==> src/rtl/dcf_pkg.sv <==
package dcf_pkg;

   localparam int MaxVertices = 64;
   localparam int MaxClique   = 6;
   localparam int RowWidth    = 64;

   localparam logic [1:0] CsrCliqueSize  = 2'd0;
   localparam logic [1:0] CsrVertexCount = 2'd1;
   localparam logic [1:0] CsrEdgeColor   = 2'd2;

   localparam logic OpLoad   = 1'b0;
   localparam logic OpSearch = 1'b1;

   typedef struct packed {
      logic        op;
      logic [5:0]  row_index;
      logic [63:0] row_bits;
      logic [5:0]  label;
   } req_type;

   typedef struct packed {
      logic       found;
      logic [2:0] member_count;
      logic [5:0] member_a;
      logic [5:0] member_b;
      logic [5:0] member_c;
      logic [5:0] member_d;
      logic [5:0] member_e;
      logic [5:0] member_f;
   } rsp_type;

   // controller to datapath
   typedef struct packed {
      logic load;       // write row, clear label
      logic init;       // build root candidate set
      logic step;       // one search step
      logic commit;     // write labels of found clique
      logic respond;    // present result
      logic fail;       // result is not found
   } dcf_cmd_type;

   // datapath to controller
   typedef struct packed {
      logic valid_size; // size and vertex count allow a search
      logic hit;        // clique complete
      logic exhausted;  // search tree done
      logic commit_done;
   } dcf_sts_type;

endpackage

==> src/rtl/dcf_ctrl.sv <==
module dcf_ctrl (
   input  logic                 clock,
   input  logic                 reset,
   input  logic                 start,
   input  logic                 op,
   input  dcf_pkg::dcf_sts_type sts,
   output dcf_pkg::dcf_cmd_type cmd,
   output logic                 busy
);
   import dcf_pkg::*;

   typedef enum logic [2:0] {
      IDLE, SEARCH, COMMIT, RESPOND
   } state_type;

   state_type state_ff;
   logic      found_ff;

   always_comb begin
      cmd = '0;
      cmd.load    = (state_ff == IDLE) && start && (op == OpLoad);
      cmd.init    = (state_ff == IDLE) && start && (op == OpSearch);
      cmd.step    = (state_ff == SEARCH) && !sts.hit && !sts.exhausted;
      cmd.commit  = (state_ff == COMMIT);
      cmd.respond = cmd.load || (state_ff == RESPOND);
      cmd.fail    = cmd.load || !found_ff;
   end

   assign busy = (state_ff != IDLE);

   always_ff @(posedge clock) begin
      if (reset) begin
         state_ff <= IDLE;
         found_ff <= 1'b0;
      end else begin
         unique case (state_ff)
            IDLE: begin
               if (start && op == OpSearch) begin
                  found_ff <= 1'b0;
                  state_ff <= sts.valid_size ? SEARCH : RESPOND;
               end
            end
            SEARCH: begin
               if (sts.hit) begin
                  found_ff <= 1'b1;
                  state_ff <= COMMIT;
               end else if (sts.exhausted) begin
                  state_ff <= RESPOND;
               end
            end
            COMMIT:  if (sts.commit_done) state_ff <= RESPOND;
            RESPOND: state_ff <= IDLE;
            default: state_ff <= IDLE;
         endcase
      end
   end

endmodule

==> config.mk <==
export PLATFORM = sky130hd
export DESIGN_NAME = dcf_ctrl
export DESIGN_NICKNAME = d
export VERILOG_FILES = /design/src/rtl/dcf_pkg.sv /design/src/rtl/dcf_ctrl.sv
export SDC_FILE = /design/constraint.sdc
export NUM_CORES = 1
export LEC_CHECK = 0
export BUFFER_PORTS_ARGS = -buffer_cell sky130_fd_sc_hd__buf_2
export CAP_MARGIN = 20
export CORE_AREA = 2 2 39 41
export CTS_CLUSTER_SIZE = 20
export DETAILED_ROUTE_END_ITERATION = 6
export DIE_AREA = 0 0 41 43
export GPL_ROUTABILITY_DRIVEN = 0
export PLACE_DENSITY = 0.53
export SYNTH_ARGS = -nofsm -noshare
export SYNTH_HDL_FRONTEND = slang
export SYNTH_SLANG_ARGS = --single-unit
==> constraint.sdc <==
create_clock -name clock -period 2.33 [get_ports clock]
set_input_delay 0.233 -clock clock [delete_from_list [all_inputs] [get_ports clock]]
set_output_delay 0.233 -clock clock [all_outputs]
set_load 0.01 [all_outputs]
# == Word level (Yosys, flattened, before mapping) ==
# Index checks and enable logic that the tools add are counted.
# word_totals
ff_bits,4
in_bits,8
out_inout_bits,7
# classes
n_bitwise,1
n_reduce_logical,16
n_eq_ne,7
n_mux,9
# op_table
cell,count
3-bit two-way mux,4
3-bit case mux with 3 select lines,1
"3-bit by 2-bit equality test with 1-bit output, second input constant",2
1-bit logical AND,6
3-bit AND reduction,2
"2-bit != test, second input constant",2
"3-bit by 1-bit equality test with 1-bit output, second input constant",1
1-bit zero test,3
3-bit zero test,1
"3-bit != test, second input constant",1
3-bit nonzero test,1
1-bit logical OR,2
1-bit two-way mux,2
2-bit two-way mux,1
"2-bit by 1-bit != test with 1-bit output, second input constant",1
1-bit case mux with 2 select lines,1
2-bit nonzero test,1
1-bit inverter,1

# == Logic depth before layout (Yosys ltp) ==
# Gate-level depths: netlist (run 1).
# logic_depth
depth_word,4
mapped_depth,5

# == Worst setup path after synthesis (run 1) ==
# Ideal clock, no wire load.
# synth_path
path_kind,flip-flop to output port
start,register state_ff[0]
end,output cmd[1] (netlist name)
arrival_ns,1.066
path_buffers,0
slack_ns,1.031
required_time_ns,2.097
stages_incl_launch_ff,6
path_cell_list,dfxtp_1 > inv_1 > ha_1 > nand2_1 > or2_2 > nand2b_1
# synth_rtl
element,line_no,text
from (decl),dcf_ctrl.sv:16,state_type state_ff;
from (signal assigned),dcf_ctrl.sv:40,state_ff <= sts.valid_size ? SEARCH : RESPOND;
to (decl),dcf_ctrl.sv:7,"output dcf_pkg::dcf_cmd_type cmd,"

==> results of run 1 <==
-- power groups by stage --
stage | registers [mW] | clock network (mW) | logic (mW)
finish | 0.0826 | 0.0974 | 0.199
global route | 0.0865 | 0.107 | 0.224
CTS | 0.0828 | 0.103 | 0.204
detailed placement | 0.0839 | 0 | 0.202
global placement | 0.0833 | 0 | 0.201
floorplan | 0.0797 | 0 | 0.147
-- sequential cells by signal, summed over array words and instances, names as in the netlist --
| register | count |
|---|---|
| state_ff | 2 |
| found_ff | 1 |
-- layer usage --
metal,global-route usage,share of wire,up-vias
met1,0.0929,0.41,116
met4,0.100,0.034,0
met2,0.122,0.45,15
met3,0.0471,0.10,2
li1,-,-,149
met5,0,0,-
-- Yosys cell counts --
master	n
ha_1	5
inv_1	5
nand2b_1	4
dfxtp_1	3
mux2i_1	2
nand2_1	2
nor2_1	2
nor2b_1	2
o21ai_0	2
a211o_1	1
a21boi_2	1
a21oi_1	1
nand3_1	1
nand3b_1	1
nor3_4	1
nor3b_4	1
or2_2	1
-- layout make-up --
type	count	area, µm²	area share
inverter	5	18.8	0.0448
clock buffer	4	26.3	0.0627
multi-input combinational	27	224	0.534
sequential	3	60.1	0.143
timing repair buffer	14	70.1	0.167
tap	16	20.0	0.0478
-- worst reg2reg max path, stage by stage, from the launching register on --
cell	delay [ns]
dfxtp_1	0.40
inv_1	0.09
ha_1	0.27
a21boi_2	0.20
nor3_4	0.17
mux2i_1	0.19
-- final timing paths --
check                            startpoint           to  slack, ns
worst max-delay path            state_ff[0]       cmd[1]       0.63
worst min-delay path                  reset     found_ff       0.21
worst max register to register  state_ff[0]  state_ff[0]       0.94
worst min register to register     found_ff     found_ff       0.49
-- through the flow --
| stage | utilization | hold slack, ns |
|---|---|---|
| floorplan | - | 0.302 |
| global placement | 0.284 | 0.471 |
| detailed placement | 0.284 | 0.466 |
| CTS | 0.303 | 0.203 |
| global route | 0.303 | 0.213 |
| finish | 0.303 | 0.212 |
-- cell families (layout without fill, tap and decap cells) --
group | after synthesis | in the layout | share of synthesized area
fa+ha+maj | 5 | 5 | 0.207
compound gates | 5 | 5 | 0.116
mux | 2 | 2 | 0.0661
buf+inv | 5 | 23 | 0.0620
simple gates | 15 | 15 | 0.351
flops | 3 | 3 | 0.198
==> impl_metrics.env, run 1 <==
export IMPL_dp_cells=65
export IMPL_grt_pass1_wl_um=979
export IMPL_grt_pass1_vias=234
export IMPL_max_clock_path_buffers=2
export IMPL_root_buffer="clkbuf_4"
export IMPL_synth_area_leaders="ha_1, dfxtp_1, nand2b_1"
export IMPL_power_leakage_nw=0.229
export IMPL_grtUsageTotal=0.0923
export IMPL_routed_wl_um=621
export IMPL_arrival_ns=1.47
export IMPL_vias=282
export IMPL_clkTransAtPathRegs_ns=0.04
export IMPL_max_clock_freq_mhz=588
export IMPL_fin_crit_sh=0.730
export IMPL_period_needed_ns=1.70
export IMPL_instances_no_fill=69
export IMPL_netlist_cell_type_count=17
export IMPL_placed_area_um2=393
export IMPL_n_antenna_cell=0
export IMPL_setup_viol=0
export IMPL_maxCapViolCount=0
export IMPL_rsz0062_at_grt="no"
export IMPL_io_pins=15
export IMPL_synthCells=35
export IMPL_ff2ff_path_depth=5
export IMPL_combinationalPowerShare=0.525
export IMPL_dr_pass1_iters=4
export IMPL_powerDensity_mw_per_mm2=904
export IMPL_final_common_cell="buf_2"
export IMPL_start_util=0.219
export IMPL_crit_type="flip-flop to primary output"
export IMPL_cts_tree="built"
export IMPL_io_buffers=14
export IMPL_synth_fp_nets=48
export IMPL_crit_cells=6
export IMPL_maxSlewHeadroom=0.859
export IMPL_tns_ns=0
export IMPL_antenna_found_initial=0
export IMPL_coreArea_mm2=0.00138
export IMPL_first_iter_violations=12
export IMPL_post_dp_hpwl_um=517
export IMPL_crit_path_max_incr_delay_ns=0.34
export IMPL_nNetsFinal=67
export IMPL_ir_drop_v=0.000210
export IMPL_total_power_uw=379
export IMPL_gr_total_overflow=0
export IMPL_grt_max_degree=7
export IMPL_worst_pin_slew_ns=0.210
export IMPL_p_sw_frac=0.396
export IMPL_cts_hold_buffers=0
export IMPL_cts_htree_levels=1
export IMPL_hp_class="input port to flip-flop"
export IMPL_ant_nets=0
export IMPL_yosys_area_top_type="ha_1"
export IMPL_synth_seq_cells=3
export IMPL_path_cells="inv_1 -> ha_1 -> nand2_1 -> or2_2 -> nand2b_1 -> buf_2"
export IMPL_intPower_uw=229
export IMPL_synth_area_per_cell_um2=8.65
export IMPL_slowest_stage="dfxtp_1"
export IMPL_crit_buf_inv=2
export IMPL_via_per_inst=4.09
export IMPL_hold_depth=2
export IMPL_ys_seq_area_frac=0.198
export IMPL_cts_resized_gates=0
export IMPL_status="complete, no violations"
export IMPL_yosys_warnings=0
export IMPL_path_max_fanout=6
export IMPL_end_kind="primary output"
export IMPL_final_area_um2=419
export IMPL_final_cell_mix="buf_2, inv_1, ha_1"
export IMPL_cts_buffers=3
export IMPL_drc=0
export IMPL_dp_slack_ns=0.865
export IMPL_synth_top_cell_area_share=0.207
export IMPL_fin_skew_ns=0.00842
export IMPL_die_w_um=41
export IMPL_fin_ws_ns=0.629
export IMPL_final_hold_viol_count=0
export IMPL_clkPwrFrac=0.257
export IMPL_p_switching_uw=150
export IMPL_post_cts_buffers=0
export IMPL_cp_start_kind="flip-flop"
export IMPL_cp_required_ns=2.10
export IMPL_clkLatencyLatePin_ns=0.24
export IMPL_fillerInstances=165
export IMPL_synth_cell_area_um2=303
export IMPL_routedWlPerCell_um=9.00
export IMPL_area_growth_pct=38.4
export IMPL_drive_above_1_share=0.396
export IMPL_dieArea_mm2=0.00176
export IMPL_die_y_um=43
export IMPL_crit_family="simple AND/OR/NAND/NOR gates"
export IMPL_seqPwrFrac=0.218
export IMPL_cts_sinks=3
export IMPL_row_count=14
export IMPL_slew_violations=0
(Power assumes the default switching activity.)
==> inputs of run 2 (changes only) <==
--- a/config.mk
+++ b/config.mk
@@ -12,7 +12,7 @@
 export DETAILED_ROUTE_END_ITERATION = 6
 export DIE_AREA = 0 0 41 43
 export GPL_ROUTABILITY_DRIVEN = 0
-export PLACE_DENSITY = 0.53
+export PLACE_DENSITY = 0.55
 export SYNTH_ARGS = -nofsm -noshare
 export SYNTH_HDL_FRONTEND = slang
 export SYNTH_SLANG_ARGS = --single-unit
==> constraint.sdc (replaced) <==
create_clock -name clock -period 1.5 [get_ports clock]
set_input_delay 0.15 -clock clock [delete_from_list [all_inputs] [get_ports clock]]
set_output_delay 0.15 -clock clock [all_outputs]
set_load 0.01 [all_outputs]
==> run 2 against run 1 <==
  * Clock-buffer cell count unchanged
  * Global-route usage up 0.21 points
  * Final area up 11%
  * Clock skew down 0.0019 ns
  * Sequential power up 71%
  * First-iteration DRC count down 92%
  * Clock power up 46%
==> impl_metrics.env, run 2 (synthesis results as in run 1) <==
export IMPL_arrival_ns=1.30
export IMPL_vias=293
export IMPL_ir_drop_v=0.000660
export IMPL_clkPwrFrac=0.214
export IMPL_cts_htree_levels=1
export IMPL_n_antenna_cell=0
export IMPL_grt_pass1_vias=264
export IMPL_grtUsageTotal=0.0944
export IMPL_period_needed_ns=1.45
export IMPL_max_clock_path_buffers=2
export IMPL_via_per_inst=4.07
export IMPL_cts_buffers=3
export IMPL_drc=0
export IMPL_final_common_cell="buf_2"
export IMPL_die_w_um=41
export IMPL_cts_tree="built"
export IMPL_rsz0062_at_grt="no"
export IMPL_maxSlewHeadroom=0.861
export IMPL_end_kind="primary output"
export IMPL_intPower_uw=413
export IMPL_power_leakage_nw=0.247
export IMPL_root_buffer="clkbuf_4"
export IMPL_io_pins=15
export IMPL_setup_viol=0
export IMPL_grt_pass1_wl_mm=1.06
export IMPL_ant_nets=0
export IMPL_drive_above_1_share=0.518
export IMPL_dr_pass1_iters=3
export IMPL_seqPwrFrac=0.214
export IMPL_final_hold_viol_count=0
export IMPL_crit_type="flip-flop to primary output"
export IMPL_first_iter_violations=1
export IMPL_grt_max_degree=6
export IMPL_p_sw_frac=0.377
export IMPL_start_util=0.219
export IMPL_maxCapViolCount=0
export IMPL_routed_wl_um=655
export IMPL_row_count=14
export IMPL_clkLatencyLatePin_ns=0.23
export IMPL_largest_reg_flops=2
export IMPL_max_clock_freq_mhz=688
export IMPL_post_dp_hpwl_um=519
export IMPL_area_growth_pct=53.3
export IMPL_clkTransAtPathRegs_ns=0.04
export IMPL_path_max_fanout=5
export IMPL_largest_register="state_ff"
export IMPL_hp_class="input port to flip-flop"
export IMPL_hold_ws_ns=0.127
export IMPL_worst_pin_slew_ns=0.209
export IMPL_fin_skew_ns=0.00650
export IMPL_slew_violations=0
export IMPL_fin_crit_sh=0.969
export IMPL_final_cell_mix="buf_2, nand2b_1, ha_1"
export IMPL_p_switching_uw=249
export IMPL_die_y_um=43
export IMPL_routedWlPerCell_um=9.10
export IMPL_combinationalPowerShare=0.573
export IMPL_coreArea_mm2=0.00138
export IMPL_dieArea_mm2=0.00176
export IMPL_nNetsFinal=70
export IMPL_tns_ns=0
export IMPL_fillerInstances=152
export IMPL_gr_total_overflow=0
export IMPL_cp_start_kind="flip-flop"
export IMPL_cp_required_ns=1.35
export IMPL_powerDensity_mw_per_mm2=1430
export IMPL_status="complete, no violations"
export IMPL_antenna_found_initial=0
export IMPL_largest_registers="state_ff (2), found_ff (1)"
export IMPL_cts_sinks=3
export IMPL_io_buffers=14
## run 2: changes by cell type in the layout (fill, tap and decap cells not counted), sizes merged
cell  delta
buf      +3
## run 2: timing repair
item	CTS	global route
pin swaps	1	0
resized for setup	6	3
setup endpoints to repair	3	3
buffers inserted	1	1
hold buffers	0	0
cloned	0	0
## run 2: routing by layer
metal,part of all wire,track usage,vias to the layer above
met2,0.48,0.138,12
met1,0.42,0.103,123
met3,0.10,0.0628,0
met4,0,0.0400,0
li1,-,-,158
met5,0,0,-
## run 2: final cells by class
type	instances	area [µm²]	area share
clock buffers	4	26.3	0.0566
inverters	5	21.3	0.0458
multi-input cells	27	239	0.515
flip-flops and latches	3	65.1	0.140
well taps	16	20.0	0.0431
repair buffers	17	92.6	0.199
## run 2: worst paths after layout
path / startpoint / endpoint / slack [ns] / depth (start not counted)
hold reg to reg: found_ff / found_ff / 0.48 / 2
hold / removal: reset / found_ff / 0.13 / 2
setup reg to reg: state_ff[1] / state_ff[0] / 0.12 / 6
setup / recovery: state_ff[1] / cmd[3] / 0.05 / 5
## run 2: power groups by stage
| stage | registers (mW) | clock network (mW) | logic, mW |
|---|---|---|---|
| CTS | 0.136 | 0.151 | 0.366 |
| detailed placement | 0.131 | 0 | 0.325 |
| finish | 0.141 | 0.142 | 0.379 |
| global placement | 0.129 | 0 | 0.329 |
| global route | 0.146 | 0.159 | 0.436 |
| floorplan | 0.124 | 0 | 0.228 |
## run 2: metrics by stage
| step | setup slack (ns) | total power [mW] | instances | cell area [µm²] | utilization |
|---|---|---|---|---|---|
| after detailed placement | 0.102 | 0.457 | 66 | 400 | 0.289 |
| after global placement | 0.0901 | 0.458 | 66 | 400 | 0.289 |
| after global routing | 0.00512 | 0.740 | 72 | 464 | 0.335 |
| after floorplan | 0.209 | 0.352 | 35 | 303 | - |
| final | 0.0469 | 0.662 | 72 | 464 | 0.335 |
| after CTS | 0.0363 | 0.653 | 71 | 449 | 0.325 |
## run 2: critical path, stage by stage, from the launching register on
cell and delay [ns]:
dfxtp_4 0.36, inv_4 0.07, buf_4 0.09, ha_1 0.15
nor3b_4 0.24, buf_2 0.17
